### config.mk
export PLATFORM = sky130hd
export DESIGN_NAME = hec_parity
export DESIGN_NICKNAME = d
export VERILOG_FILES = /design/src/hdl/hec_pkg.sv /design/src/hdl/hec_parity.sv
export SDC_FILE = /design/constraint.sdc
export NUM_CORES = 1
export LEC_CHECK = 0
export BUFFER_PORTS_ARGS = -buffer_cell sky130_fd_sc_hd__buf_2
export CAP_MARGIN = 20
export CORE_MARGIN = 4
export CORE_UTILIZATION = 43
export DETAILED_ROUTE_END_ITERATION = 12
export PLACE_DENSITY = 0.86
export SLEW_MARGIN = 20
export SYNTH_ARGS = -nofsm -noshare
export SYNTH_HDL_FRONTEND = slang
export SYNTH_SLANG_ARGS = --single-unit
### constraint.sdc
create_clock -name clk -period 3.2 [get_ports clk]
set_clock_uncertainty 0.2 [all_clocks]
set_input_delay 0.16 -clock clk [delete_from_list [all_inputs] [get_ports clk]]
set_output_delay 0.16 -clock clk [all_outputs]
set_load 0.005 [all_outputs]
### src/hdl/hec_pkg.sv
// hec_pkg: widths, request codes, stage structs and helper functions
// for the hamming encode and check pipeline; no dependencies
`timescale 1ns / 1ps
`default_nettype none
package hec_pkg;

  localparam int MAX_DATA_BITS = 57;
  localparam int CW_BITS       = 63;
  localparam int SYN_BITS      = 6;
  localparam int LEN_BITS      = 6;
  localparam int GROUP_BITS    = 16;
  localparam int GROUPS        = (CW_BITS + GROUP_BITS) / GROUP_BITS;

  localparam logic [LEN_BITS-1:0] DATA_LEN_RESET = LEN_BITS'(MAX_DATA_BITS);

  localparam logic REQ_ENCODE = 1'b0;
  localparam logic REQ_CHECK  = 1'b1;

  typedef struct packed {
    logic               req_type;
    logic [CW_BITS-1:0] word;
  } front_t;

  typedef struct packed {
    logic                             req_type;
    logic [CW_BITS-1:0]               word;
    logic [SYN_BITS-1:0][GROUPS-1:0]  part;
  } mid_t;

  typedef struct packed {
    logic [CW_BITS-1:0]  codeword_out;
    logic [SYN_BITS-1:0] syndrome;
    logic                error_found;
  } rsp_t;

  // clamp the length register to the legal range
  function automatic logic [LEN_BITS-1:0] eff_len(input logic [LEN_BITS-1:0] dl);
    logic [LEN_BITS-1:0] n;
    n = dl;
    if (dl == '0) n = LEN_BITS'(1);
    if (dl > LEN_BITS'(MAX_DATA_BITS)) n = LEN_BITS'(MAX_DATA_BITS);
    return n;
  endfunction

  function automatic logic [2:0] parity_count(input logic [LEN_BITS-1:0] n);
    logic [2:0] p;
    p = 3'd1;
    for (int k = 1; k < 7; k++) begin
      if (p == 3'(k) && (8'd1 << k) < (8'(n) + 8'(k) + 8'd1)) p = 3'(k + 1);
    end
    return p;
  endfunction

  // position (from 1) of data bit j: the j-th position that is not a power of two
  function automatic int data_pos(input int j);
    int c;
    int pos;
    c   = 0;
    pos = 0;
    for (int q = 1; q <= CW_BITS; q++) begin
      if ((q & (q - 1)) != 0) begin
        if (c == j) pos = q;
        c++;
      end
    end
    return pos;
  endfunction

endpackage
`default_nettype wire

### src/hdl/hec_parity.sv
// second stage: per syndrome bit partial parities over groups of positions
// depends on hec_pkg
`timescale 1ns / 1ps
`default_nettype none
module hec_parity (
  input  wire logic       clk,
  input  wire logic       rst,
  input  wire logic       in_valid,
  output logic            in_ready,
  input  wire hec_pkg::front_t in_data,
  output logic            out_valid,
  input  wire logic       out_ready,
  output hec_pkg::mid_t   out_data
);

  hec_pkg::mid_t mid_next;

  always_comb begin
    mid_next.req_type = in_data.req_type;
    mid_next.word     = in_data.word;
    mid_next.part     = '0;
    for (int k = 0; k < hec_pkg::SYN_BITS; k++) begin
      for (int g = 0; g < hec_pkg::GROUPS; g++) begin
        for (int b = 0; b < hec_pkg::GROUP_BITS; b++) begin
          if (g * hec_pkg::GROUP_BITS + b < hec_pkg::CW_BITS &&
              (((g * hec_pkg::GROUP_BITS + b + 1) >> k) & 1) == 1) begin
            mid_next.part[k][g] = mid_next.part[k][g] ^
                                  in_data.word[g * hec_pkg::GROUP_BITS + b];
          end
        end
      end
    end
  end

  assign in_ready = !out_valid || out_ready;

  always_ff @(posedge clk) begin
    if (rst) begin
      out_valid <= 1'b0;
    end else if (in_ready) begin
      out_valid <= in_valid;
    end
  end

  always_ff @(posedge clk) begin
    if (in_ready && in_valid) begin
      out_data <= mid_next;
    end
  end

endmodule
`default_nettype wire

=== Word-level counts from Yosys, hierarchy flattened ===
Cells that the tools add are included.

* Flip-flop bits (word level): 88
* Input port bits: 68
* Output and inout port bits: 90
* Logic and storage cells: 167

* Bitwise gates (word level): 155
* Reductions and logical operators: 3

{| class="wikitable"
|+ Operator list
! kind !! number
|-
| 1-bit bitwise XOR || 155
|-
| 1-bit logical AND || 1
|-
| 1-bit logical NOT || 1
|-
| 1-bit logical OR || 1
|}

=== Longest topological paths before layout ===
Gate-level depths: netlist of the first run.

* Depth after elaboration: 15
* Gate-level depth with buffers: 3
* Gate-level depth less buffers: 3

=== Worst setup path before layout of the first run ===
OpenSTA, ideal clock, no wires.

* Kind: register -> register
* Start: reg out_valid
* End: reg out_data[0] (netlist name) (enable)
* Library setup time: 451 ps
* Arrival: 2380 ps
* Required time: 2549 ps
* Setup slack: 169 ps
* Cell stages (with the launch flop): 3
* Path buffers: 0
* Period minus slack after synthesis: 3031 ps
* Cells stage by stage: dfxtp_1 -> nand2b_1 -> and2_1

* Cells in the longest elaborated chain, start to end: 3

{| class="wikitable"
|+ RTL lines
! what !! RTL line !! source
|-
| start, declared || hec_parity.sv:11 || <nowiki>output logic out_valid,</nowiki>
|-
| start signal, assigned || hec_parity.sv:41 || <nowiki>out_valid <= in_valid;</nowiki>
|-
| 1-bit logical NOT || hec_parity.sv:35 || <nowiki>assign in_ready = !out_valid || out_ready;</nowiki>
|-
| 1-bit logical OR || hec_parity.sv:35 ||
|-
| named net in_ready || hec_parity.sv:9 || <nowiki>output logic in_ready,</nowiki>
|-
| 1-bit logical AND || hec_parity.sv:46 || <nowiki>if (in_ready && in_valid) begin</nowiki>
|-
| end signal, assigned || hec_parity.sv:47 || <nowiki>out_data <= mid_next;</nowiki>
|-
| end, declared || hec_parity.sv:13 || <nowiki>output hec_pkg::mid_t out_data</nowiki>
|}

The timed path passes the listed nets, and every way through them passes these cells.
A chain may end at the register's enable or synchronous reset.

==> results of run 1 <==
==> where the power goes <==
part / switching [mW] / internal (mW) / total [mW]
Clock: 0.357 / 0.358 / 0.714
Sequential: 0.0305 / 1.36 / 1.39
Combinational: 0.252 / 0.374 / 0.626
Total: 0.639 / 2.10 / 2.73
==> area by class of cell <==
class / count / area, µm²
multi-input cells: 89 / 1060
clock inverters: 5 / 52.6
fillers: 589 / 2840
flip-flops and latches: 84 / 2510
repair buffers: 222 / 1440
clock buffers: 11 / 131
inverters: 1 / 3.75
well taps: 105 / 131
==> sequential cells by signal, summed over array words and instances, names as in the netlist <==
name / flops
out_data: 83
out_valid: 1
==> synthesized netlist by cell type <==
master and instances:
xor2_2 2, xnor2_1 53, inv_1 1, xor2_1 10
xnor3_1 18, dfxtp_1 1, a21oi_1 1, xor3_1 2
buf_4 5, nand2b_1 1, conb_1 1, and2_1 1
edfxtp_1 83
==> metrics by stage <==
stage / std cells / power [mW] / setup slack, ns
3_3_place_gp: 435 / 1.97 / 1.38
3_5_place_dp: 435 / 1.98 / 1.30
6_report: 517 / 2.73 / 1.09
5_1_grt: 517 / 2.87 / 1.08
4_1_cts: 517 / 2.76 / 1.13
2_1_floorplan: 179 / 1.77 / 0.169
==> cell families (layout without fill, tap and decap cells) <==
kind of cell,after synthesis,count (layout)
buffers and inverters,6,239
DFF,84,84
and+or+nand+nor,2,2
other,1,1
AOI/OAI and AO/OA,1,1
xor gates and xnor gates,85,85
==> worst max-delay path: cells and delay by family <==
| kind | cells | cell delay, ns |
|---|---|---|
| buffers and inverters | 2 | 0.67 |
| xor gates and xnor gates | 3 | 1.15 |
==> final timing paths <==
kind / startpoint / to / slack, ns / depth (start not counted)
worst max-delay path: in_data[62] / out_data[19] / 1.09 / 5
worst min-delay path: in_data[63] / out_data[87] / 0.34 / 2
worst max register to register: out_valid / out_data[19] / 1.28 / 2
worst min register to register: out_valid / out_valid / 0.91 / 3
==> per-layer routing <==
metal,vias up,global-route usage [%],share of wire [%]
li1,1097,-,-
met1,1134,17.1,37
met2,102,30.8,55
met3,9,5.33,7.6
met4,0,6.09,0.97
met5,-,0,0
==> placed cells by master, fill, tap and decap left out, drive strengths merged, types with 2 or more instances in the layout <==
cell type / Yosys / final
clkbuf: 0 / 11
buf: 5 / 156
xnor2: 53 / 53
edfxtp: 83 / 83
xor2: 12 / 12
dlygate4sd3: 0 / 66
clkinv: 0 / 3
xnor3: 18 / 18
xor3: 2 / 2
==> what timing repair did <==
| item | 4_1_cts | 5_1_grt |
|---|---|---|
| hold buffers | 66 | 0 |
| hold endpoints to repair | 69 | 0 |
| buffers inserted | 0 | 0 |
==> results by group, run 1 <==
Run status
  – Outcome: finished, final reports clean

Logic synthesis
  – #FFs+latches synth: between 80 and 90
  – Post-synthesis cell count: 179
  – Yosys cell types: 13
  – Synth Area in Adders: 0%
  – Syn_area_per_cell: 20.2 µm²
  – Post-Syn Area: 3610 µm²
  – Ys Warns: 0
  – Area fraction of the dominant cell type after synthesis: 69.0%
  – Synth Net Count: between 200 and 250
  – Synth area leader: edfxtp_1
  – Sequential area share after synthesis: 69.6%
  – Synth Area in Simple Gates: less than 1%
  – Ranking of synthesized cells by area: edfxtp_1 69%, xnor2_1 13%, xnor3_1 11%
  – Combinational family with the most area after synthesis: XOR/XNOR gates
  – XOR/XNOR Fraction of Synth Area: 28.7%
  – Multiplexer share of the synthesized area: 0%
  – Synth Area in Compound Gates: 0.139%

Drt
  – Iter 0 DRT Violations: 59
  – WL final: 8.03 mm
  – DR DRC count: 0
  – Drt wl/cell: roughly 16 µm
  – Vias: 2342
  – Antenna viol nets, final: 0
  – Vias per cell: 4.53
  – Iteration count of the initial detailed-routing pass: 4

STA
  – Slew Limit Fails: 0
  – Final hold slack: 0.336 ns
  – Max_slew headroom: a little under a third
  – Setup TNS: 0 ns
  – Fin crit share: 65.8%
  – Worst Max-Slew Pin Slew: ~1.0 ns
  – Hold Violations, Final: 0
  – FMAX: 475 MHz
  – Post-layout min period: approximately 2.1 ns
  – RSZ-0062 raised after global routing: false
  – Setup violators final: 0

Critical path
  – Cells along the critical path: dlygate4sd3_1, buf_2, xnor2_1, xnor3_1, xnor3_1
  – Crit Path Max Fanout: 3
  – Worst path required time: 3.08 ns
  – Crit end category: flop
  – Slowest CP cell: dlygate4sd3_1
  – CP arrival: just under 2 ns
  – Critical path class: in2reg
  – CP peak stage delay: 0.53 ns
  – Top cell by count, worst path: xnor3_1
  – Worst Setup Start Kind: primary input

Layout
  – Layout cell share with drive strength beyond 1: between 40% and 50%
  – Final Instance Area: 5330 µm²
  – Layout Nets: 475
  – Syn-to-layout area delta: 47.7%
  – Post-route core utilization: 65.2%
  – Antenna diode count: 0

Place
  – Hpwl dp: between 5 and 6 mm
  – Port Buffers: 156
  – Gpl congestion: 0.760
  – Post-DP Area: approximately 4500 µm²

Clock network
  – Cts repair resizes: 0
  – Clk sink count: 84
  – CTS tree: done
  – CTS clock-pin slew for the worst setup and hold paths: 0.08 ns
  – Root buffer selected by CTS: clkbuf_8
  – H-tree depth: 3
  – Worst-Skew Late Latency: 0.34 ns
  – Clock Path Buffers: 2
  – CTS Buf Count: 9

Power and ir drop
  – P_leak: 2.29 nW
  – VDD IR-drop max: between 200 and 300 µV
  – PD cells: 513 nW/µm²

Die
  – I/O pins: 158
  – Die Area: 9930 µm²
  – Die Span Y: 99.7 µm
  – Placeable Area: 8180 µm²
  – Die X: 99.7 µm
  – Row cnt: 33
  – Starting density of the core: 44.2%

Global route
  – First-pass GRT wire length: 12.5 mm
  – GR Util All Layers: 16.5%
  – Global route overflow: 0
  – Initial antenna violation count: 0
  – Vias in the first global route: 2559
  – Largest net degree at the start of global routing: 84

Min path
  – Hold Crit Class: in2reg

Run
  – Max-cap violations: 0
Note: power is estimated with default switching activity, not from simulation.
==> run 2, diff against run 1 <==
Settings changed: ABC_AREA set to 1, CORE_UTILIZATION 43 to 45.
Clock period 3.2 ns to 1.7 ns, I/O delays scaled along.
==> results by group, run 2 <==
Power and ir drop
  – Combinational power share: 24.4% (was 22.9%)
  – PD cells: 907 nW/µm² (was 513 nW/µm²)
  – Internal: 4.17 mW (was 2.10 mW)
  – Sw Share: 25.8% (was 23.4%)
  – Clock group share of total power: 29.8% (was 26.1%)
  – P_leak: 2.85 nW (was 2.29 nW)
  – VDD IR-drop max: 450 µV (was 264 µV)
  – NetSw: 1.45 mW (was 0.639 mW)
  – Flop pwr share: 45.7% (was 51.0%)

Logic synthesis
  – Syn_area_per_cell: 11.5 µm² (was 20.2 µm²)
  – #FFs+latches synth: 84 (unchanged)
  – Sequential area share after synthesis: 60.3% (was 69.6%)
  – Post-Syn Area: 4170 µm² (was 3610 µm²)
  – Most numerous cell in the Yosys netlist: nand2_1 (was edfxtp_1)
  – Async set or reset register ratio after synthesis: 0% (unchanged)
  – Ranking of synthesized cells by area: edfxtp_1 60%, xnor2_1 15%, nand2_1 8.7% (was edfxtp_1 69%, xnor2_1 13%, xnor3_1 11%)
  – Top_reg_cell synth: edfxtp_1 (unchanged)
  – Commonest cells post-synth: 96 x nand2_1, 83 x edfxtp_1, 70 x xnor2_1, 41 x inv_1, 34 x xor2_1 (was 83 x edfxtp_1, 53 x xnor2_1, 18 x xnor3_1, 10 x xor2_1, 5 x buf_4)
  – Synth area leader: edfxtp_1 (unchanged)
  – Post-synth EDFFs: 83 (unchanged)
  – Synth Net Count: 430 (was 247)
  – Ys Warns: 0 (unchanged)
  – Yosys cell types: 19 (was 13)
  – Area fraction of the dominant cell type after synthesis: 59.8% (was 69.0%)
  – Post-synthesis cell count: 362 (was 179)

Layout
  – Layout cell share with drive strength beyond 1: 32.9% (was 42.0%)
  – Leading cell type in the layout, fill and taps excluded: buf_2 (unchanged)
  – Filler instances: 596 (was 589)
  – Layout Nets: 659 (was 475)
  – Max FFs per register: 83 (unchanged)
  – Top flop regs: out_data: 83 flops, out_valid: 1 flops (unchanged)
  – Top reg by flops: out_data (unchanged)
  – Antenna diode count: 0 (unchanged)
  – Most frequent cells in the layout: 146 x buf_2, 87 x nand2_1, 83 x edfxtp_1, 65 x dlygate4sd3_1, 57 x xnor2_1 (was 156 x buf_2, 83 x edfxtp_1, 66 x dlygate4sd3_1, 53 x xnor2_1, 18 x xnor3_1)
  – Syn-to-layout area delta: 48.8% (was 47.7%)

Critical path
  – Worst reg2reg path startpoint: out_valid (unchanged)
  – CP arrival: 1.60 ns (was 1.98 ns)
  – Crit Path Max Fanout: 5 (was 3)
  – Buf/Inv on CP: 2 (unchanged)
  – Crit end category: flop (unchanged)
  – Cells along the critical path: dlygate4sd3_1, buf_2, xnor2_1, xnor2_1, or2_1, nand3_1, nand2_1 (was dlygate4sd3_1, buf_2, xnor2_1, xnor3_1, xnor3_1)
  – FF-to-FF End: out_valid (was out_data[19])
  – Reg2Reg Depth: 3 (was 2)
  – Critical path class: in2reg (unchanged)
  – Slowest CP cell: dlygate4sd3_1 (unchanged)
  – Setup slack, reg-to-reg: 0.29 ns (was 1.28 ns)
  – CP peak stage delay: 0.54 ns (was 0.53 ns)
  – Worst path required time: 1.61 ns (was 3.08 ns)
  – Largest delay share family, worst path: buffers and inverters (was XOR/XNOR gates)
  – Top cell by count, worst path: xnor2_1 (was xnor3_1)
  – Worst Setup Start Kind: primary input (unchanged)

Min path
  – HP Start: in_data[37] (was in_data[63])
  – Hold Path Stages: 1 (was 2)
  – Worst Hold End: out_data[61] (was out_data[87])
  – Hold Crit Class: in2reg (unchanged)

Global route
  – First-pass GRT wire length: 17.2 mm (was 12.5 mm)
  – Vias in the first global route: 3525 (was 2559)
  – Global route overflow: 0 (unchanged)
  – GR Util All Layers: 19.6% (was 16.5%)
  – Largest net degree at the start of global routing: 45 (was 84)
  – Initial antenna violation count: 0 (unchanged)

Die
  – Starting density of the core: 47.1% (was 44.2%)
  – Row cnt: 34 (was 33)
  – I/O pins: 158 (unchanged)
  – Placeable Area: 8850 µm² (was 8180 µm²)
  – Die Area: 10900 µm² (was 9930 µm²)
  – Die Span Y: 104 µm (was 99.7 µm)
  – Die X: 104 µm (was 99.7 µm)

STA
  – RSZ-0062 raised after global routing: true (was false)
  – Fin crit share: 99.5%
  – FMAX: 591 MHz
  – Hold Violations, Final: 0 (unchanged)
  – Post-layout min period: 1.69 ns
  – Slew Limit Fails: 0 (unchanged)
  – Setup violators final: 0 (unchanged)
  – Setup TNS: 0 ns (unchanged)
  – Fin worst setup slack: 0.00907 ns (was 1.09 ns)

Place
  – Gpl congestion: 0.774 (was 0.760)
  – Port Buffers: 156 (unchanged)
  – Dpl ws: 0.150 ns (was 1.30 ns)
  – Hpwl dp: 6.90 mm (was 5.36 mm)

Clock network
  – Clk sink count: 84 (unchanged)
  – H-tree depth: 3 (unchanged)
  – CTS clock-pin slew for the worst setup and hold paths: 0.08 ns (about the same)
  – CTS tree: done (unchanged)
  – Root buffer selected by CTS: clkbuf_8 (unchanged)
  – CTS Buf Count: 9 (unchanged)
  – Worst-Skew Late Latency: 0.35 ns (was 0.34 ns)
  – Clock Path Buffers: 2 (unchanged)

Drt
  – Drt wl/cell: 15.3 µm (was 15.5 µm)
  – Vias: 3367 (was 2342)
  – Vias per cell: 4.78 (was 4.53)
  – DR DRC count: 0 (unchanged)
  – Iter 0 DRT Violations: 129 (was 59)
  – WL final: 10.8 mm (was 8.03 mm)
  – Antenna viol nets, final: 0 (unchanged)
  – Iteration count of the initial detailed-routing pass: 4 (unchanged)

Run
  – Max-cap violations: 0 (unchanged)

Run status
  – Outcome: finished, final reports clean (unchanged)
## run 2: cell types whose count changed after synthesis, moves of 3 or more
cell and change:
xnor2_1 +17, nand3b_1 +3, nand2_1 +96, inv_1 +40, xor2_1 +24, xnor3_1 -18
nand3_1 +16
## run 2: timing repair
action                     CTS  global route
buffers inserted             0             2
resized for setup            0            39
hold buffers                66             6
hold endpoints to repair    69             6
setup endpoints to repair    0             8
## run 2: layout make-up
class / instances / area (µm²) / area share (%)
Timing Repair Buffer: 226 / 1560 / 25.2
Clock buffer: 12 / 135 / 2.18
Inverter: 41 / 154 / 2.48
Tap cell: 108 / 135 / 2.18
Sequential cell: 84 / 2510 / 40.6
Multi-Input combinational cell: 229 / 1600 / 25.8
Clock inverter: 4 / 97.6 / 1.57
## run 2: how the worst max path moves through the flow
stage | start | end | slack [ns] | cells past startpoint
2_1_floorplan | out_valid | out_data[0] | -0.67 | 1
3_3_place_gp | in_data[52] | out_data[19] | 0.23 | 7
3_5_place_dp | in_data[42] | out_data[22] | 0.15 | 14
4_1_cts | in_data[55] | out_data[19] | 0.02 | 12
5_1_grt | in_data[60] | out_data[11] | -0.03 | 8
6_report | in_data[60] | out_data[11] | 0.009 | 7
## run 2: worst reg2reg max path, stage by stage, from the launching register on
cell           delay (ns)
dfxtp_2              0.38
nand2_1              0.09
a21oi_1              0.14
dlygate4sd3_1        0.56
## run 2: cells by family after synthesis
| family | after synthesis | share of synthesized area, % |
|---|---|---|
| xor gates and xnor gates | 105 | 22.3 |
| DFF | 84 | 60.3 |
| and+or+nand+nor | 120 | 11.7 |
| buffers and inverters | 49 | 5.17 |
| other | 1 | 0.0900 |
| AOI/OAI and AO/OA | 3 | 0.421 |
## run 2: through the flow
stage	total power [mW]	util [%]	hold slack (ns)	cells	area [µm²]
3_3_place_gp	3.72	57.5	0.0322	622	5090
5_1_grt	5.91	70.1	0.0394	704	6200
4_1_cts	5.58	67.6	0.147	704	5980
2_1_floorplan	3.33	-	-0.0533	362	4180
3_5_place_dp	3.78	57.5	0.0365	622	5090
6_report	5.62	70.1	0.0115	704	6200
## run 2: metal layers
metal	vias up	track usage, %	part of all wire, %
met5	-	0	0
met4	0	6.27	1.8
met3	22	4.97	5.5
met2	124	37.8	56
met1	1609	20.7	37
li1	1612	-	-
## run 2: power by group through the flow
stage / registers, mW / logic [mW] / clock network [mW]
after global routing: 2.59 / 1.51 / 1.81
after detailed placement: 2.62 / 1.17 / 0
after CTS: 2.57 / 1.29 / 1.72
final: 2.57 / 1.37 / 1.68
after floorplan: 2.65 / 0.684 / 0
after global placement: 2.61 / 1.11 / 0
