`src/hdl/hec_pkg.sv`:
```
// hec_pkg: widths, request codes, stage structs and helper functions
// for the hamming encode and check pipeline; no dependencies
`timescale 1ns / 1ps
`default_nettype none
package hec_pkg;

  localparam int MAX_DATA_BITS = 57;
  localparam int CW_BITS       = 63;
  localparam int SYN_BITS      = 6;
  localparam int LEN_BITS      = 6;
  localparam int GROUP_BITS    = 16;
  localparam int GROUPS        = (CW_BITS + GROUP_BITS) / GROUP_BITS;

  localparam logic [LEN_BITS-1:0] DATA_LEN_RESET = LEN_BITS'(MAX_DATA_BITS);

  localparam logic REQ_ENCODE = 1'b0;
  localparam logic REQ_CHECK  = 1'b1;

  typedef struct packed {
    logic               req_type;
    logic [CW_BITS-1:0] word;
  } front_t;

  typedef struct packed {
    logic                             req_type;
    logic [CW_BITS-1:0]               word;
    logic [SYN_BITS-1:0][GROUPS-1:0]  part;
  } mid_t;

  typedef struct packed {
    logic [CW_BITS-1:0]  codeword_out;
    logic [SYN_BITS-1:0] syndrome;
    logic                error_found;
  } rsp_t;

  // clamp the length register to the legal range
  function automatic logic [LEN_BITS-1:0] eff_len(input logic [LEN_BITS-1:0] dl);
    logic [LEN_BITS-1:0] n;
    n = dl;
    if (dl == '0) n = LEN_BITS'(1);
    if (dl > LEN_BITS'(MAX_DATA_BITS)) n = LEN_BITS'(MAX_DATA_BITS);
    return n;
  endfunction

  function automatic logic [2:0] parity_count(input logic [LEN_BITS-1:0] n);
    logic [2:0] p;
    p = 3'd1;
    for (int k = 1; k < 7; k++) begin
      if (p == 3'(k) && (8'd1 << k) < (8'(n) + 8'(k) + 8'd1)) p = 3'(k + 1);
    end
    return p;
  endfunction

  // position (from 1) of data bit j: the j-th position that is not a power of two
  function automatic int data_pos(input int j);
    int c;
    int pos;
    c   = 0;
    pos = 0;
    for (int q = 1; q <= CW_BITS; q++) begin
      if ((q & (q - 1)) != 0) begin
        if (c == j) pos = q;
        c++;
      end
    end
    return pos;
  endfunction

endpackage
`default_nettype wire

```
`src/hdl/hec_final.sv`:
```
// third stage: syndrome reduction, parity insertion and output register
// depends on hec_pkg
`timescale 1ns / 1ps
`default_nettype none
module hec_final (
  input  wire logic     clk,
  input  wire logic     rst,
  input  wire logic     in_valid,
  output logic          in_ready,
  input  wire hec_pkg::mid_t in_data,
  output logic          out_valid,
  input  wire logic     out_ready,
  output hec_pkg::rsp_t out_data
);

  logic [hec_pkg::SYN_BITS-1:0] syn;
  logic [hec_pkg::CW_BITS-1:0]  cw;
  hec_pkg::rsp_t                rsp_next;

  always_comb begin
    for (int k = 0; k < hec_pkg::SYN_BITS; k++) begin
      syn[k] = ^in_data.part[k];
    end
    cw = in_data.word;
    // parity bits sit at positions 2^k
    for (int k = 0; k < hec_pkg::SYN_BITS; k++) begin
      cw[(1 << k) - 1] = syn[k];
    end
    if (in_data.req_type == hec_pkg::REQ_CHECK) begin
      rsp_next.codeword_out = '0;
      rsp_next.syndrome     = syn;
      rsp_next.error_found  = syn != '0;
    end else begin
      rsp_next.codeword_out = cw;
      rsp_next.syndrome     = '0;
      rsp_next.error_found  = 1'b0;
    end
  end

  assign in_ready = !out_valid || out_ready;

  always_ff @(posedge clk) begin
    if (rst) begin
      out_valid <= 1'b0;
    end else if (in_ready) begin
      out_valid <= in_valid;
    end
  end

  always_ff @(posedge clk) begin
    if (in_ready && in_valid) begin
      out_data <= rsp_next;
    end
  end

endmodule
`default_nettype wire

```
`config.mk`:
```
export PLATFORM = sky130hd
export DESIGN_NAME = hec_final
export DESIGN_NICKNAME = d
export VERILOG_FILES = /design/src/hdl/hec_pkg.sv /design/src/hdl/hec_final.sv
export SDC_FILE = /design/constraint.sdc
export NUM_CORES = 1
export LEC_CHECK = 0
export ABC_CLOCK_PERIOD_IN_PS = 8100
export BUFFER_PORTS_ARGS = -buffer_cell sky130_fd_sc_hd__buf_4
export CORE_ASPECT_RATIO = 1.75
export CORE_MARGIN = 4
export CORE_UTILIZATION = 46
export DETAILED_ROUTE_END_ITERATION = 7
export PLACE_DENSITY = 0.84
export SLEW_MARGIN = 20
export SYNTH_ARGS = -nofsm -noshare
export SYNTH_HDL_FRONTEND = slang
export SYNTH_SLANG_ARGS = --single-unit
```
`constraint.sdc`:
```
create_clock -name clk -period 8.1 [get_ports clk]
set_input_delay 1.62 -clock clk [delete_from_list [all_inputs] [get_ports clk]]
set_output_delay 1.62 -clock clk [all_outputs]
set_load 0.02 [all_outputs]
```
# After elaboration in Yosys (flattened, before gate mapping)

Cells that the tools add are included.

Flip-flop bits (word level): 71
Bits of input ports: 92
Output and inout port bits: 72

Reduce and logical (&&, ||, !) cells: 10

Operators by type and width:

| cell                | count |
|---|---|
| $reduce_xor A4 Y1   | 6 |
| $reduce_bool A6 Y1  | 1 |
| $logic_and A1 B1 Y1 | 1 |
| $logic_not A1 Y1    | 1 |
| $logic_or A1 B1 Y1  | 1 |

# Longest topological paths before layout

Gate-level depths: netlist (run 1).

Word-level depth: 3
Gate-level depth with buffers: 4
Mapped depth without buffers: 4

# Least setup slack after synthesis (run 1)

OpenSTA, ideal clock, no wires.

Kind: input -> register
Start point: in out_ready
End point: reg out_data[0] in the netlist's numbering (enable)
Setup time: 435 ps
Arrival time: 3562 ps
Setup slack: 4103 ps
Stages: 2
Path buffers: 0
Path through: nand2b_1 > and2_1

Word-level cells in the longest chain between the ends: 2

RTL lines:

| item                 | RTL line        | text |
|---|---|---|
| from (decl)          | hec_final.sv:12 | `input wire logic out_ready,` |
| $logic_or A1 B1 Y1   | hec_final.sv:40 | `assign in_ready = !out_valid \|\| out_ready;` |
| $logic_and A1 B1 Y1  | hec_final.sv:51 | `if (in_ready && in_valid) begin` |
| to (signal assigned) | hec_final.sv:52 | `out_data <= rsp_next;` |
| to (decl)            | hec_final.sv:13 | `output hec_pkg::rsp_t out_data` |

No other way between the ends.
A chain may end at the register's enable or synchronous reset.

# Final worst setup path (run 1)

Start point: in out_ready
End point: out in_ready

Word-level cells in the longest chain between the ends: 1

RTL lines:

| item               | RTL line        | text |
|---|---|---|
| $logic_or A1 B1 Y1 | hec_final.sv:40 |  |
| to (decl)          | hec_final.sv:9  | `output logic in_ready,` |

No other way between the ends.

==> results of run 1 <==
## placed cells by master, fill, tap and decap left out, types with 2 or more instances in the layout
cell / instances
and2b_1: 3
clkbuf_8: 9
clkinv_2: 3
buf_4: 158
edfxtp_1: 70
nor2b_1: 59
xnor2_1: 18
nor2_1: 6
clkbuf_1: 2
## kinds of logic (layout without fill, tap and decap cells)
kind of cell           Yosys count  in the layout  share of synthesized area
XOR/XNOR                        18             18                     0.0569
AO/OA/AOI/OAI                    2              2                    0.00452
flip-flops                      71             71                      0.766
AND/OR/NAND/NOR                 73             73                      0.161
buffers and inverters            8            175                     0.0113
## routing by layer
metal	routed length (um)	vias to the layer above
met2	3640	93
met3	532	21
li1	-	913
met5	0	-
met1	1770	885
met4	281	0
## final cells by class
type                    count  area share
multi-input cells          93       0.147
inverters                   1    0.000892
clock buffers              11      0.0312
repair buffers            158       0.282
clock inverters             5      0.0116
well taps                  78      0.0232
flip-flops and latches     71       0.504
## registers in the layout (all words and copies together), names as in the netlist
| register | count |
|---|---|
| out_data | 70 |
| out_valid | 1 |
## critical path: cells and delay by family
kind | cells | cell delay (ns)
buf+inv | 2 | 0.27
simple gates | 1 | 0.16
## path summary, 6_finish.rpt
path,slack (ns),from,to
max,4.43,out_ready,in_ready
min,0.55,out_valid,out_valid
max reg2reg,6.46,out_valid,out_data[43]
min reg2reg,0.55,out_valid,out_valid
## through the flow
step           cells  power, uW  worst slack (ns)  hold WS (ns)  utilization
5_1_grt          417        889              4.41         0.577        0.715
3_5_place_dp     401        602              4.43         0.542        0.685
3_3_place_gp     401        597              4.45         0.499        0.685
6_report         417        850              4.43         0.555        0.715
2_1_floorplan    172        524              4.10         0.729            -
4_1_cts          417        861              4.42         0.551        0.715
## where the power goes
part,switching (uW),leakage (uW),internal [uW],total [uW]
clock network,118,0.0000945,140,258
registers,6.98,0.000706,436,443
logic,74.6,0.000981,74.9,149
total,200,0.00178,650,850
==> results.json, run 1 <==
{
  "root_buffer": "clkbuf_8",
  "numCtsBuffers": 9,
  "grt_pass1_wl_um": 9380,
  "path_max_fanout": 3,
  "slowest_stage": "buf_4",
  "holdPathStages": 2,
  "ios": 164,
  "cpPeakStageDelay_ns": 0.17,
  "first_pass_iters": 4,
  "layout-drive-gt1-share": 0.510,
  "ff2ff_path_depth": 3,
  "worstPathRequired_ns": 6.48,
  "max_clock_freq_ghz": 0.272,
  "layout_min_cycle_time_ns": 3.67,
  "synth_nets": 264,
  "slew_headroom": 0.424,
  "tightest_slew_ns": 0.864,
  "synth_top_cell_area_share": 0.759,
  "synthTopCellsByCount": "70 x edfxtp_1, 59 x nor2b_1, 18 x xnor2_1, 6 x clkbuf_1, 6 x nor2_1",
  "cts_setup_buffers": 0,
  "crit_top_cell": "buf_4",
  "yosys_warnings": 0,
  "arrival_ns": 2.05,
  "rsz0062_at_grt": "false",
  "hold_class": "reg -> reg",
  "grtUsageMet2": 0.323,
  "use_met3": 0.0641,
  "rows": 37,
  "peakVddDrop_uv": 148,
  "drv_cap": 0,
  "grt_busiest_layer": "met2",
  "drtAntennaViolNets": 0,
  "ys_seq_area_frac": 0.766,
  "worstSetupPathType": "in -> out",
  "insertion_delay_ns": 0.34,
  "drc": 0,
  "initial_utilization": 0.471,
  "min_period_over_period": 0.454,
  "cp-end-kind": "output port",
  "synthMostInstantiatedCell": "edfxtp_1",
  "seq_area_um2": 2120,
  "synth-edff-count": 70,
  "grt_use_total": 0.178,
  "core_area_um2": 5880,
  "synth_cell_types": 16,
  "synth_area_um2": 2770,
  "cts_tree": "yes",
  "hold_buffers": 0,
  "drt-total-wl_um": 6220,
  "yosysTopAreaCell": "edfxtp_1",
  "vias": 1912,
  "via_per_inst": 4.59,
  "cp_cell_sequence": "buf_4, nand2b_1, buf_4",
  "avgSynthCellArea_um2": 16.1,
  "finalWeightedCongestion": 0.768,
  "clkTransAtPathRegs_ns": 0.06,
  "synthTopCellsByArea": "edfxtp_1 76%, nor2b_1 13%, xnor2_1 5.7%",
  "wl_per_cell_um": 14.9,
  "crit_path_start_kind": "primary input",
  "clkSinkCount": 71,
  "h-tree-depth": 3,
  "static-leakage-power_uw": 0.00178,
  "die_width_um": 66.7,
  "final.setup.tns_ns": 0,
  "areaGrowthSynthToFinish_pct": 51.9,
  "placed_cell_area_um2": 4030,
  "run_status": "finished clean",
  "n_fill_cell": 434,
  "grt_util_met1": 0.150,
  "drt_iter0_drc": 116,
  "io_buffers": 157,
  "cts_buffer_depth": 2,
  "finalNetCount": 426,
  "synthFlopType": "edfxtp_1",
  "grt_pass1_vias": 2004,
  "antenna_cells": 0,
  "slew_viol_final": 0,
  "grt_max_degree": 71,
  "multi_input_area_um2": 617,
  "finalHoldViolCount": 0,
  "ys_ff_latch": 71,
  "dieHeight_um": 111,
  "antenna_found_initial": 0,
  "synthCells": 172,
  "powerDensity_nw_per_um2": 202,
  "setup_viol": 0,
  "design_area_um2": 4210,
  "grt-ovfl-total": 0,
  "die_area_um2": 7370,
  "async_reset_ff_frac": 0,
  "cts-resized-gates": 0,
  "skew_ns": 0.00542
}
(Power assumes the default switching activity.)
==> run 2, diff against run 1 <==
Settings changed: ABC_CLOCK_PERIOD_IN_PS 8100 to 3100, CORE_UTILIZATION 46 to 39, PLACE_DENSITY 0.84 to 0.76.
Clock period 8.1 ns to 3.1 ns, I/O delays scaled along.
==> results.json, run 2 (synthesis results as in run 1) <==
{
  "grt_max_degree": 71,
  "layout_min_cycle_time_ns": 1.68,
  "ff2ff_path_depth": 3,
  "drv_cap": 0,
  "layout-drive-gt1-share": 0.515,
  "post-route-util": 0.630,
  "final_cell_mix": "159 x buf_4, 70 x edfxtp_1, 59 x nor2b_1",
  "antenna_found_initial": 0,
  "max_clock_freq_ghz": 0.596,
  "skew_ns": 0.00372,
  "die_area_um2": 8570,
  "run_status": "finished clean",
  "via_per_inst": 4.48,
  "rows": 40,
  "cts-resized-gates": 0,
  "top_regs": "out_data (70), out_valid (1)",
  "io_buffers": 157,
  "worstPathRequired_ns": 2.48,
  "drc": 0,
  "worstSetupPathType": "in -> out",
  "holdPathStages": 2,
  "finalNetCount": 427,
  "r2r_start": "out_valid",
  "dieHeight_um": 119,
  "drt-total-wl_um": 6360,
  "numCtsBuffers": 9,
  "dp_hpwl_um": 4820,
  "final.setup.tns_ns": 0,
  "cts_setup_buffers": 0,
  "grt_pass1_vias": 2000,
  "min_period_over_period": 0.541,
  "drt_iter0_drc": 92,
  "grt-ovfl-total": 0,
  "static-leakage-power_uw": 0.00184,
  "slew_headroom": 0.559,
  "insertion_delay_ns": 0.33,
  "clkTransAtPathRegs_ns": 0.05,
  "final_common_cell": "buf_4",
  "cts_tree": "yes",
  "fin_ws_ns": 1.42,
  "areaGrowthSynthToFinish_pct": 57.3,
  "root_buffer": "clkbuf_16",
  "antenna_cells": 0,
  "critPathBufInv": 2,
  "cp-end-kind": "output port",
  "first_pass_iters": 4,
  "r2r_end": "out_data[42]",
  "core_area_um2": 6910,
  "path_delay_family": "buffers and inverters",
  "min_from": "rst",
  "largest_reg_flops": 70,
  "peakVddDrop_uv": 350,
  "die_width_um": 71.7,
  "crit_top_cell": "buf_4",
  "slew_viol_final": 0,
  "wl_per_cell_um": 15.0,
  "powerDensity_nw_per_um2": 599,
  "h-tree-depth": 3,
  "drtAntennaViolNets": 0,
  "arrival_ns": 1.06,
  "cpPeakStageDelay_ns": 0.17,
  "worstHoldEndpoint": "out_valid",
  "rsz0062_at_grt": "false",
  "path_max_fanout": 3,
  "clkSinkCount": 71,
  "finalWeightedCongestion": 0.790,
  "tightest_slew_ns": 0.662,
  "finalHoldViolCount": 0,
  "r2r_slack_ns": 1.73,
  "cp_cell_sequence": "buf_4, nand2b_1, buf_4",
  "ios": 164,
  "crit_path_start_kind": "primary input",
  "slowest_stage": "buf_4",
  "setup_viol": 0,
  "place_ws_ns": 1.31,
  "regMostFlops": "out_data",
  "n_fill_cell": 565,
  "initial_utilization": 0.401,
  "vias": 1901,
  "hold_buffers": 0,
  "grt_pass1_wl_um": 9650,
  "grt_use_total": 0.153,
  "cts_buffer_depth": 2,
  "hold_class": "in -> reg"
}
## run 2: worst max path at each step
| stage | start | endpoint | depth (start not counted) |
|---|---|---|---|
| 6_report | out_ready | in_ready | 3 |
| 2_1_floorplan | out_ready | out_data[0] | 2 |
| 5_1_grt | out_ready | in_ready | 3 |
| 4_1_cts | out_ready | in_ready | 3 |
| 3_5_place_dp | out_ready | out_data[11] | 4 |
| 3_3_place_gp | out_ready | out_data[68] | 4 |
## run 2: stage by stage
step           std cells  cell area, um^2  power [uW]  hold slack (ns)
3_3_place_gp         408             4040        1560            0.508
3_5_place_dp         408             4040        1580            0.528
4_1_cts              424             4350        2640            0.435
2_1_floorplan        172             2770        1370            0.689
6_report             424             4350        2610            0.452
5_1_grt              424             4350        2710            0.440
## run 2: layout make-up
class / instances / area [um^2] / share of cell area
clock inverter: 7 / 87.6 / 0.0201
timing repair buffer: 159 / 1190 / 0.274
clock buffer: 9 / 225 / 0.0517
sequential: 71 / 2120 / 0.487
tap: 84 / 105 / 0.0241
multi-input combinational: 93 / 617 / 0.142
inverter: 1 / 3.75 / 0.000862
## run 2: routing by layer
metal  part of all wire  GRT usage  vias up  wire [um]
met5                  0          0        -          0
met2               0.58      0.280       95       3680
met3              0.098     0.0633        6        622
li1                   -          -      916          -
met4              0.020     0.0882        0        126
met1               0.30      0.132      884       1940
## run 2: power by group
part | switching, uW | internal, uW | leakage [uW]
clock | 363 | 696 | 0.000147
sequential | 17.9 | 1140 | 0.000706
combinational | 196 | 197 | 0.000986
total | 577 | 2030 | 0.00184
==> run 3, diff against run 2 <==
Settings changed: ABC_AREA from default to 1, ABC_CLOCK_PERIOD_IN_PS 3100 to 1700, CORE_UTILIZATION 39 to 45, PLACE_DENSITY 0.76 to 0.8.
Clock period 3.1 ns to 1.7 ns, I/O delays scaled along.
==> results.json, run 3 <==
{
  "run_status": "finished clean",
  "min_period_over_period": 0.727,
  "die_width_um": 71.0,
  "ys_ff_latch": 71,
  "cts_tree": "yes",
  "final_common_cell": "buf_4",
  "die_area_um2": 8400,
  "synth_cell_types": 16,
  "cts_buffer_depth": 2,
  "dp_hpwl_um": 5670,
  "static-leakage-power_uw": 0.00249,
  "insertion_delay_ns": 0.32,
  "numCtsBuffers": 9,
  "drt_iter0_drc": 125,
  "grt-ovfl-total": 0,
  "regMostFlops": "out_data",
  "avgSynthCellArea_um2": 9.51,
  "synth_xor_area_frac": 0.00280,
  "rows": 40,
  "layout_min_cycle_time_ns": 1.24,
  "async_reset_ff_frac": 0,
  "cp_cell_sequence": "nand2_1, buf_4",
  "antenna_cells": 0,
  "synthSimpleGateAreaFrac": 0.189,
  "grt_max_degree": 52,
  "root_buffer": "clkbuf_16",
  "muxShareOfSynthArea": 0,
  "slew_viol_final": 0,
  "synthCells": 329,
  "worstPathRequired_ns": 1.36,
  "yosysTopAreaCell": "edfxtp_1",
  "hold_buffers": 0,
  "synthMostInstantiatedCell": "inv_1",
  "io_buffers": 157,
  "slowest_stage": "dfxtp_4",
  "final.setup.tns_ns": 0,
  "grt_use_total": 0.173,
  "critPathBufInv": 1,
  "setup_viol": 0,
  "antenna_found_initial": 0,
  "total_power_uw": 4410,
  "dieHeight_um": 118,
  "drt-total-wl_um": 7180,
  "initial_utilization": 0.460,
  "wl_per_cell_um": 12.4,
  "synthFlopType": "edfxtp_1",
  "finalWeightedCongestion": 0.777,
  "hold_class": "in -> reg",
  "vias": 2554,
  "drc": 0,
  "synthTopCellsByArea": "edfxtp_1 67%, inv_1 11%, nor2_1 9.7%",
  "rsz0062_at_grt": "false",
  "synth-edff-count": 70,
  "drtAntennaViolNets": 0,
  "ys_seq_area_frac": 0.678,
  "grt_pass1_vias": 2494,
  "worstSetupPathType": "reg -> out",
  "clkTransAtPathRegs_ns": 0.05,
  "tightest_slew_ns": 0.269,
  "synthTopCellsByCount": "94 x inv_1, 81 x nor2_1, 70 x edfxtp_1, 66 x nand2_1, 5 x buf_2",
  "h-tree-depth": 3,
  "path_delay_family": "flip-flops",
  "synth_area_um2": 3130,
  "clkSinkCount": 71,
  "cts_setup_buffers": 0,
  "cts-resized-gates": 0,
  "layout-drive-gt1-share": 0.359,
  "n_fill_cell": 537,
  "arrival_ns": 0.90,
  "finalHoldViolCount": 0,
  "slew_headroom": 0.821,
  "finalNetCount": 585,
  "max_clock_freq_ghz": 0.809,
  "core_area_um2": 6810,
  "cp-end-kind": "output port",
  "cpPeakStageDelay_ns": 0.36,
  "via_per_inst": 4.40,
  "grt_pass1_wl_um": 11200,
  "yosys_warnings": 0,
  "ios": 164,
  "drv_cap": 0,
  "final_cell_mix": "158 x buf_4, 93 x inv_1, 81 x nor2_1",
  "synth_nets": 421,
  "synth_top_family_by_area": "simple AND/OR/NAND/NOR gates",
  "synth_fa_ha_area_frac": 0,
  "largest_reg_flops": 70,
  "crit_path_start_kind": "register",
  "synth-compound-area-share": 0.00320,
  "powerDensity_nw_per_um2": 942,
  "top_regs": "out_data (70), out_valid (1)",
  "synth_top_cell_area_share": 0.672,
  "peakVddDrop_uv": 503,
  "path_max_fanout": 3,
  "areaGrowthSynthToFinish_pct": 49.6,
  "r2r_slack_ns": 0.57,
  "skew_ns": 0.00369,
  "first_pass_iters": 6
}
-- run 3: power breakdown --
| group | internal, uW | total (uW) | switching, uW |
|---|---|---|---|
| combinational | 342 | 751 | 409 |
| sequential | 2070 | 2100 | 32.0 |
| clock | 956 | 1560 | 603 |
-- run 3: final cells by class --
cell class / instances / area, um^2 / area share
well taps: 84 / 105 / 0.0225
clock buffers: 11 / 233 / 0.0497
repair buffers: 160 / 1230 / 0.262
inverters: 95 / 357 / 0.0762
flip-flops and latches: 71 / 2130 / 0.454
multi-input cells: 156 / 622 / 0.133
clock inverters: 3 / 12.5 / 0.00267
-- run 3: cell families after synthesis --
kind of cell / after synthesis
simple gates: 153
buf+inv: 102
flops: 71
compound gates: 2
xor+xnor: 1
-- run 3: worst paths after layout --
path	startpoint	end	cells after the start
max	out_valid	in_ready	2
min	rst	out_valid	2
max reg2reg	out_valid	out_data[26]	2
min reg2reg	out_valid	out_valid	2
-- run 3: layer usage --
layer	global-route usage	part of all wire
met2	0.324	0.56
met3	0.0451	0.072
met1	0.158	0.32
met5	0	0
met4	0.105	0.041
-- run 3: through the flow --
| stage | utilization | instance area (um^2) | worst slack [ns] | cells | hold WS [ns] |
|---|---|---|---|---|---|
| 2_1_floorplan | - | 3140 | -0.286 | 329 | 0.399 |
| 3_3_place_gp | 0.652 | 4440 | 0.393 | 566 | 0.488 |
| 3_5_place_dp | 0.652 | 4440 | 0.368 | 566 | 0.490 |
| 4_1_cts | 0.688 | 4680 | 0.447 | 580 | 0.147 |
| 5_1_grt | 0.688 | 4680 | 0.433 | 580 | 0.159 |
| 6_report | 0.688 | 4680 | 0.464 | 580 | 0.161 |
